--- src/dqls_pkg.sv ---
// Shared types and constants for the double-ended queue with linear search.
package dqls_pkg;

   localparam int DEPTH_DEFAULT = 16;
   localparam int CMD_W         = 3;
   localparam int WORD_W        = 32;
   localparam int STATUS_W      = 2;
   localparam int OUT_W         = 5;

   typedef enum logic [CMD_W-1:0] {
      CMD_PUSH_BACK  = 3'd0,
      CMD_PUSH_FRONT = 3'd1,
      CMD_POP_FRONT  = 3'd2,
      CMD_POP_BACK   = 3'd3,
      CMD_SEARCH     = 3'd4
   } cmd_type;

   typedef enum logic [STATUS_W-1:0] {
      STAT_DONE      = 2'd0,
      STAT_EMPTY     = 2'd1,
      STAT_FULL      = 2'd2,
      STAT_NOT_FOUND = 2'd3
   } status_type;

endpackage

--- src/dqls_store.sv ---
// Ring store: one write port, one read port with registered read data.
module dqls_store #(
   parameter int DEPTH = dqls_pkg::DEPTH_DEFAULT
) (
   input  logic                                clock,
   input  logic                                wr_en,
   input  logic [$clog2(DEPTH)-1:0]            wr_addr,
   input  logic signed [dqls_pkg::WORD_W-1:0]  wr_data,
   input  logic [$clog2(DEPTH)-1:0]            rd_addr,
   output logic signed [dqls_pkg::WORD_W-1:0]  rd_data
);
   import dqls_pkg::*;

   logic signed [WORD_W-1:0] entry_store_ff [DEPTH];
   logic signed [WORD_W-1:0] rd_data_ff;

   always_ff @(posedge clock) begin
      if (wr_en) begin
         entry_store_ff[wr_addr] <= wr_data;
      end
      rd_data_ff <= entry_store_ff[rd_addr];
   end

   assign rd_data = rd_data_ff;

endmodule

--- src/deque_with_linear_search_unit.sv ---
// Top level: bounded deque in a ring store with a front-to-back linear search.
//
//   channel   ports                                      transfer
//   request   start, busy, req_cmd, req_value            start && !busy
//   response  rsp_strobe, rsp_status, rsp_found,         rsp_strobe (one cycle)
//             rsp_position, rsp_fill_count
//
// Push, pop and unused commands leave busy low, so they can issue every
// cycle while no search is scanning, and the response strobes on the next cycle.
// A search on a non-empty queue reads entries from the front, one at a time
// through the store's one read port and its registered read data, until the
// match or the end. busy is high during the scan.
// Synchronous reset empties the queue; the store itself is not cleared.
// The receiver cannot stall: each response is valid for one cycle only.
module deque_with_linear_search_unit #(
   parameter int DEPTH = dqls_pkg::DEPTH_DEFAULT
) (
   input  logic                                  clock,
   input  logic                                  reset,
   input  logic                                  start,
   output logic                                  busy,
   input  logic [dqls_pkg::CMD_W-1:0]            req_cmd,
   input  logic signed [dqls_pkg::WORD_W-1:0]    req_value,
   output logic                                  rsp_strobe,
   output logic [dqls_pkg::STATUS_W-1:0]         rsp_status,
   output logic                                  rsp_found,
   output logic [dqls_pkg::OUT_W-1:0]            rsp_position,
   output logic [dqls_pkg::OUT_W-1:0]            rsp_fill_count
);
   import dqls_pkg::*;

   localparam int AW = $clog2(DEPTH);
   localparam int CW = $clog2(DEPTH + 1);
   localparam int SW = CW + 1;
   localparam logic [AW-1:0] LAST_IDX = AW'(DEPTH - 1);
   localparam logic [CW-1:0] FULL_CNT = CW'(DEPTH);

   typedef enum logic [1:0] {
      ST_IDLE = 2'b01,
      ST_SCAN = 2'b10
   } state_type;

   state_type               state_ff, state_in;
   logic [AW-1:0]           front_ff, front_in;
   logic [CW-1:0]           count_ff, count_in;
   logic signed [WORD_W-1:0] key_ff, key_in;
   logic [AW-1:0]           off_ff, off_in;
   logic [AW-1:0]           addr_ff, addr_in;
   logic                    strobe_ff, strobe_in;
   status_type              status_ff, status_in;
   logic                    found_ff, found_in;
   logic [OUT_W-1:0]        position_ff, position_in;
   logic [OUT_W-1:0]        fill_ff, fill_in;

   logic                    wr_en;
   logic [AW-1:0]           wr_addr;
   logic [AW-1:0]           rd_addr;
   logic signed [WORD_W-1:0] rd_data;

   logic [SW-1:0]           back_sum;
   logic [AW-1:0]           back_idx;
   logic [AW-1:0]           front_inc;
   logic [AW-1:0]           front_dec;
   logic [AW-1:0]           addr_inc;
   logic                    full;
   logic                    empty;

   dqls_store #(
      .DEPTH(DEPTH)
   ) u_store (
      .clock  (clock),
      .wr_en  (wr_en),
      .wr_addr(wr_addr),
      .wr_data(req_value),
      .rd_addr(rd_addr),
      .rd_data(rd_data)
   );

   assign back_sum  = SW'(front_ff) + SW'(count_ff);
   assign back_idx  = (back_sum >= SW'(DEPTH)) ? AW'(back_sum - SW'(DEPTH)) : AW'(back_sum);
   assign front_inc = (front_ff == LAST_IDX) ? '0 : front_ff + 1'b1;
   assign front_dec = (front_ff == '0) ? LAST_IDX : front_ff - 1'b1;
   assign addr_inc  = (addr_ff == LAST_IDX) ? '0 : addr_ff + 1'b1;
   assign full      = (count_ff == FULL_CNT);
   assign empty     = (count_ff == '0);

   always_comb begin
      state_in    = state_ff;
      front_in    = front_ff;
      count_in    = count_ff;
      key_in      = key_ff;
      off_in      = off_ff;
      addr_in     = addr_ff;
      strobe_in   = 1'b0;
      status_in   = status_ff;
      found_in    = found_ff;
      position_in = position_ff;
      fill_in     = fill_ff;
      wr_en       = 1'b0;
      wr_addr     = back_idx;
      rd_addr     = addr_ff;
      case (state_ff)
         ST_IDLE: begin
            if (start) begin
               strobe_in   = 1'b1;
               status_in   = STAT_DONE;
               found_in    = 1'b0;
               position_in = '0;
               case (cmd_type'(req_cmd))
                  CMD_PUSH_BACK: begin
                     if (full) begin
                        status_in = STAT_FULL;
                     end else begin
                        wr_en    = 1'b1;
                        wr_addr  = back_idx;
                        count_in = count_ff + 1'b1;
                     end
                  end
                  CMD_PUSH_FRONT: begin
                     if (full) begin
                        status_in = STAT_FULL;
                     end else begin
                        wr_en    = 1'b1;
                        wr_addr  = front_dec;
                        front_in = front_dec;
                        count_in = count_ff + 1'b1;
                     end
                  end
                  CMD_POP_FRONT: begin
                     if (empty) begin
                        status_in = STAT_EMPTY;
                     end else begin
                        front_in = front_inc;
                        count_in = count_ff - 1'b1;
                     end
                  end
                  CMD_POP_BACK: begin
                     if (empty) begin
                        status_in = STAT_EMPTY;
                     end else begin
                        count_in = count_ff - 1'b1;
                     end
                  end
                  CMD_SEARCH: begin
                     if (empty) begin
                        status_in = STAT_NOT_FOUND;
                     end else begin
                        strobe_in = 1'b0;
                        rd_addr   = front_ff;
                        addr_in   = front_inc;
                        off_in    = '0;
                        key_in    = req_value;
                        state_in  = ST_SCAN;
                     end
                  end
                  default: begin
                  end
               endcase
               fill_in = OUT_W'(count_in);
            end
         end
         ST_SCAN: begin
            if (rd_data == key_ff) begin
               strobe_in   = 1'b1;
               status_in   = STAT_DONE;
               found_in    = 1'b1;
               position_in = OUT_W'(CW'(off_ff) + CW'(1));
               fill_in     = OUT_W'(count_ff);
               state_in    = ST_IDLE;
            end else if (CW'(off_ff) == count_ff - 1'b1) begin
               strobe_in   = 1'b1;
               status_in   = STAT_NOT_FOUND;
               found_in    = 1'b0;
               position_in = '0;
               fill_in     = OUT_W'(count_ff);
               state_in    = ST_IDLE;
            end else begin
               off_in  = off_ff + 1'b1;
               addr_in = addr_inc;
            end
         end
         default: begin
            state_in = ST_IDLE;
         end
      endcase
   end

   always_ff @(posedge clock) begin
      if (reset) begin
         state_ff  <= ST_IDLE;
         front_ff  <= '0;
         count_ff  <= '0;
         strobe_ff <= 1'b0;
      end else begin
         state_ff  <= state_in;
         front_ff  <= front_in;
         count_ff  <= count_in;
         strobe_ff <= strobe_in;
      end
      key_ff      <= key_in;
      off_ff      <= off_in;
      addr_ff     <= addr_in;
      status_ff   <= status_in;
      found_ff    <= found_in;
      position_ff <= position_in;
      fill_ff     <= fill_in;
   end

   assign busy           = (state_ff == ST_SCAN);
   assign rsp_strobe     = strobe_ff;
   assign rsp_status     = status_ff;
   assign rsp_found      = found_ff;
   assign rsp_position   = position_ff;
   assign rsp_fill_count = fill_ff;

   a_count_bound: assert property (@(posedge clock) disable iff (reset)
      count_ff <= FULL_CNT)
      else $error("entry count above depth");

   a_front_bound: assert property (@(posedge clock) disable iff (reset)
      front_ff <= LAST_IDX)
      else $error("front index outside ring");

   a_no_rsp_in_scan: assert property (@(posedge clock) disable iff (reset)
      busy |-> !rsp_strobe)
      else $error("response strobe while scanning");

   a_accept_answered: assert property (@(posedge clock) disable iff (reset)
      (start && !busy) |=> (rsp_strobe || busy))
      else $error("accepted command neither answered nor scanning");

   a_scan_end_rsp: assert property (@(posedge clock) disable iff (reset)
      ($fell(busy) && !$past(reset)) |-> rsp_strobe)
      else $error("scan ended without a response");

   a_scan_nonempty: assert property (@(posedge clock) disable iff (reset)
      busy |-> (!empty && $stable(count_ff) && $stable(front_ff)))
      else $error("queue changed during scan");

endmodule

--- config.mk ---
export PLATFORM = sky130hd
export DESIGN_NAME = deque_with_linear_search_unit
export DESIGN_NICKNAME = d
export VERILOG_FILES = /design/src/dqls_pkg.sv /design/src/dqls_store.sv /design/src/deque_with_linear_search_unit.sv
export SDC_FILE = /design/constraint.sdc
export NUM_CORES = 1
export LEC_CHECK = 0
export ABC_AREA = 1
export CAP_MARGIN = 15
export CORE_MARGIN = 3
export CORE_UTILIZATION = 45
export CTS_CLUSTER_SIZE = 24
export DETAILED_ROUTE_END_ITERATION = 7
export DONT_BUFFER_PORTS = 1
export GPL_ROUTABILITY_DRIVEN = 0
export PLACE_DENSITY_LB_ADDON = 0.1
export SLEW_MARGIN = 30
export SYNTH_ARGS = -nofsm -noshare
export SYNTH_HDL_FRONTEND = slang
export SYNTH_SLANG_ARGS = --single-unit
--- constraint.sdc ---
create_clock -name clock -period 8.65 [get_ports clock]
set_input_delay 1.2975 -clock clock [delete_from_list [all_inputs] [get_ports clock]]
set_output_delay 1.2975 -clock clock [all_outputs]
set_load 0.03 [all_outputs]
Word level (Yosys, flattened, before mapping):

Memory sizes are Yosys's and may differ from the RTL's. A register that Yosys moved wholly into a read port is not among the register bits.
Index checks and enable logic that the tools add are counted.

* flip-flop bits (word level): 65
* bits in writable memories: 512
* bits of input ports: 38
* output and inout bits: 15
* memories: 1

* $add $sub $neg: 9
* $lt $le $gt $ge: 1
* equality and inequality tests: 19
* muxes and demuxes: 67
* bitwise operators: 1
* reductions and logical operators: 13

Memory list
* u_store.entry_store_ff: words 16, bits a word 32, read ports 1, clocked after Yosys merged registers in 1, write ports 1, RTL line dqls_store.sv:14 `logic signed [WORD_W-1:0] entry_store_ff [DEPTH];`

Operator list (count)
* $mux W4: 23
* $mux W5: 8
* $eq A32 B32 Y1: 1
* $pmux W5 S2: 3
* $pmux W4 S2: 3
* $mux W2: 10
* $mux W1: 15
* $add A4 B1 Y4 const B: 3
* $ne A2 B2 Y1 const B: 6
* $eq A4 B4 Y1 const B: 2
* $pmux W2 S2: 2
* $reduce_and A4 Y1: 2
* $sub A4 B1 Y4 const B: 2
* $add A4 B5 Y6: 1
* $eq A3 B2 Y1 const B: 2
* $ge A6 B5 Y1 const B: 1
* $pmux W2 S3: 1
* $reduce_and A6 Y1: 1
* $add A4 B1 Y5 const B: 1
* $add A5 B1 Y5 const B: 1
* $eq A4 B5 Y1: 1
* $eq A5 B5 Y1 const B: 1
* $logic_not A5 Y1: 1
* $reduce_and A5 Y1: 1
* other kinds (15): 18

Depth between registers and ports, before layout:

* word-level depth: 7
* gate-level depth with buffers: 16
* mapped depth without buffers: 14

Hierarchy:

From an unflattened synthesis, not the netlist that was laid out.

* cell total of the unflattened synthesis: 2507
* area, all modules: 26342.8 µm²

Modules (own cells, without submodules)
* dqls_store: instances 1, cells an instance 2120, area each 22730.6 µm², seq. area each 16015.4 µm²
* deque_with_linear_search_unit: instances 1, cells an instance 387, area each 3612.2 µm², seq. area each 1831.8 µm²

Worst setup path after synthesis:

OpenSTA, ideal clock, no wires.

* kind: input port to flip-flop
* start: input port req_cmd[1] (netlist name)
* end: memory u_store.entry_store_ff[10][0] (enable)
* setup time: 0.421 ns
* arrival: 3.732 ns
* required time: 8.229 ns
* setup slack: 4.497 ns
* stages: 8
* buffers on the path: 0
* cells stage by stage: inv_1 > nand3_1 > nor3_4 > inv_1 > or2_2 > o21ai_0 > nand2_1 > nor2_1

* cells in the longest elaborated chain, start to end: 7

RTL lines
* start, declared: RTL line deque_with_linear_search_unit.sv:22 `input logic [dqls_pkg::CMD_W-1:0] req_cmd,`
* $eq A3 B1 Y1 or $logic_not A3 Y1 (tied branches): RTL line deque_with_linear_search_unit.sv:109 `case (cmd_type'(req_cmd))`
* $reduce_or A2 Y1 (no source line)
* $mux W1
* $mux W1: RTL line deque_with_linear_search_unit.sv:104 `if (start) begin`
* $mux W1: RTL line deque_with_linear_search_unit.sv:102 `case (state_ff)`
* $mux W1: RTL line dqls_store.sv:18 `if (wr_en) begin`
* $mux W1 (implied by the code): RTL line dqls_store.sv:19 `entry_store_ff[wr_addr] <= wr_data;`
* end, declared: RTL line dqls_store.sv:14

Several ways; a longest one is shown, not always the timed one.

Worst setup path after layout:

* start: input port start
* end: register u_store.rd_data_ff[25] (netlist: u_store.rd_data[25]) (read register of u_store.entry_store_ff)

* cells in the longest elaborated chain, start to end: 2

RTL lines
* start, declared: RTL line deque_with_linear_search_unit.sv:20 `input logic start,`
* $mux W4: RTL line deque_with_linear_search_unit.sv:104
* $mux W4: RTL line deque_with_linear_search_unit.sv:102
* end, declared: RTL line dqls_store.sv:15 `logic signed [WORD_W-1:0] rd_data_ff;`

Every way passes these cells.
A chain may end at the register's enable or synchronous reset.

==> flow_summary.ini <==
[clocking]
cts_tree = done
post-cts-setup-buffers = 0
clock-root-buffer = clkbuf_16
cts_made_buffers = 68
cts_resized = 0
cts_max_level = 3
cts.sinks = 609
clock_latency_ps = 600
cts_buffer_depth = 3
cts_hold_buffers = 0
path_clk_slew_ps = 60

[route]
ant_nets = 0
drtIter0Drc = 1474
drt-total-wl_mm = 61.92
post-route-drc-count = 0
viasPerCell = 5.158
via_count = 16057
routedWlPerCell_um = 19.89
drt-pass1-iter-count = 6

[sta]
worst_pin_slew_ps = 956.3
finClkSkew_ps = 18.27
finalHoldViolations = 0
relSlewSlack = 0.3615
rsz0062_at_grt = false
clock.fmax_ghz = 0.2274
final.min_clock_period_ps = 4397
slew_violations = 0
min_period_over_period = 0.5083
setup_viol = 0
fin_tns_setup_ps = 0

[logic_synthesis]
yosys.cell_types.count = 34
synth-seq-cells = 609
syn_avg_cell_area_sq_um = 10.95
syn_nets = 2377
ys_seq_area_frac = 0.7005
syn_inst = 2327
yosysWarnings = 0
synth.cell_area_sq_mm = 0.02548

[worst_setup_path]
cp.arrival_ps = 4930
cp.required_ps = 9190
slowest_stage = o21ai_4
worst_setup_path_end_kind = flop
path_cells = nand2_1 -> inv_1 -> nand3_4 -> clkinv_2 -> o21ai_4 -> inv_2 -> buf_4 -> nand3_1 -> nand3_1 -> nand2_1
path_class = in -> reg
crit_path_max_incr_delay_ps = 1030
crit_path_start_kind = input port
worstPathMaxFanout = 48

[placement]
port_buffers = 0
placed_cell_area_sq_mm = 0.02622
hpwl_mm = 32.84
dp.cells = 2992

[final_layout]
antennaDiodeCount = 0
stdcell_count = 3113
area_growth_pct = 11.31
fin_util = 0.5108
layout-drive-gt1-share = 0.06342
final_area_sq_mm = 0.02836
fill_cells = 4915
fin_nets = 2364

[job]
max_cap_violations = 0

[global_route]
grt_max_degree = 149
overflow = 0
grt.total_usage = 0.2100
antenna_found_initial = 0
grt_pass1_vias = 15600
grt_pass1_wl_mm = 95.83

[power_and_ir_drop]
power.share.switching = 0.2167
p_int_mw = 5.018
irDropWorstVdd_mv = 0.1352
p_per_area_mw_per_mm2 = 225.9
power.share.sequential = 0.517
pwr-share-clk = 0.434
power.switching_mw = 1.389
p_total_mw = 6.407
p_leak_nw = 11.12
combinationalPowerShare = 0.048

[status]
outcome = finished clean

[floorplanning]
die-area_sq_mm = 0.05951
start_util = 0.4589
die_height_um = 243.9
ios = 53
die_x_um = 243.9
core_area_sq_mm = 0.05552
rows = 86

[worst_hold_path]
hold_path_class = reg -> reg
cells in the mapped netlist, drive strengths merged:
cell | n | area share
nand2 | 931 | 0.14
edfxtp | 565 | 0.67
nand3 | 250 | 0.050
inv | 209 | 0.031
buf | 99 | 0.022
o211ai | 66 | 0.019
dfxtp | 44 | 0.035
nor2 | 42 | 0.0064
o21ai | 33 | 0.0069
xnor2 | 20 | 0.0069
a21oi | 16 | 0.0031
ha | 11 | 0.0054
xor2 | 11 | 0.0038
clkbuf | 10 | 0.0015
nor3 | 5 | 0.0019
or2 | 4 | 0.00098
a211oi | 2 | 0.00059
nand4 | 2 | 0.00049
a22o | 1 | 0.00034
a22oi | 1 | 0.00029
clkinv | 1 | 0.00020
fa | 1 | 0.00079
o2111ai | 1 | 0.00034
o21a | 1 | 0.00029
o221ai | 1 | 0.00034
per-layer routing:
metal | GRT usage | vias to the layer above | wire, um
li1 | - | 7778 | -
met1 | 0.2876 | 7774 | 27800
met2 | 0.3466 | 399 | 29540
met3 | 0.03520 | 106 | 3166
met4 | 0.06219 | 0 | 1420
met5 | 0 | - | 0
worst paths after layout:
kind	cells past startpoint	start	slack (ps)	end
max	10	start	4250	u_store.rd_data[25]
min	2	state_ff[1]	480	state_ff[1]
max reg2reg	12	state_ff[1]	4290	u_store.rd_data[25]
min reg2reg	2	state_ff[1]	480	state_ff[1]
through the flow:
step	hold slack, ps	setup slack, ps
after floorplan	457.0	4497
after global placement	464.9	3643
after detailed placement	468.3	3571
after CTS	480.1	4183
after global routing	522.3	3901
final	479.7	4253
critical path, delay by kind of cell:
kind                   cells  cell delay [ps]
buffers and inverters      4             1680
and+or+nand+nor            5              870
AOI/OAI and AO/OA          1             1030
power groups by stage:
| stage | clock network (mW) | registers, mW | logic (mW) |
|---|---|---|---|
| after floorplan | 0 | 3.37 | 0.227 |
| after global placement | 0 | 3.37 | 0.310 |
| after detailed placement | 0 | 3.38 | 0.314 |
| after CTS | 2.85 | 3.31 | 0.315 |
| after global routing | 2.97 | 3.32 | 0.352 |
| final | 2.78 | 3.31 | 0.310 |
registers in the layout, indices dropped and copies added, names as in the netlist, 4 cells and up:
register	cells
addr_ff	4
count_ff	5
front_ff	4
key_ff	32
off_ff	4
rsp_fill_count	5
rsp_position	5
u_store.entry_store_ff	512
u_store.rd_data	32
final cells by class:
| type | instances | area [sq um] | area share |
|---|---|---|---|
| clock buffers | 95 | 1949 | 0.06874 |
| clock inverters | 26 | 186.4 | 0.006574 |
| inverters | 210 | 792.0 | 0.02793 |
| multi-input cells | 1399 | 6417 | 0.2263 |
| flip-flops and latches | 609 | 17850 | 0.6293 |
| well taps | 748 | 935.9 | 0.03300 |
| repair buffers | 26 | 231.5 | 0.008162 |
logic make-up after synthesis:
kind of cell,Yosys count,share of synthesized area
simple gates,1234,0.1968
flops,609,0.7005
buf+inv,319,0.05417
fa+ha+maj,12,0.006188
compound gates,122,0.03172
xor+xnor,31,0.01066
layout by cell type, fill, tap and decap left out, drive strengths merged, types with 2 or more instances in the layout:
cell,netlist,layout
bufinv,0,3
inv,209,209
clkinv,1,23
ha,11,11
clkbuf,10,95
xnor2,20,20
nand3,250,250
o211ai,66,66
a211oi,2,2
xor2,11,11
nor3,5,5
nor2,42,42
buf,99,26
o21ai,33,33
edfxtp,565,565
a21oi,16,16
nand4,2,2
dfxtp,44,44
or2,4,4
nand2,931,931
(Power assumes the default switching activity.)
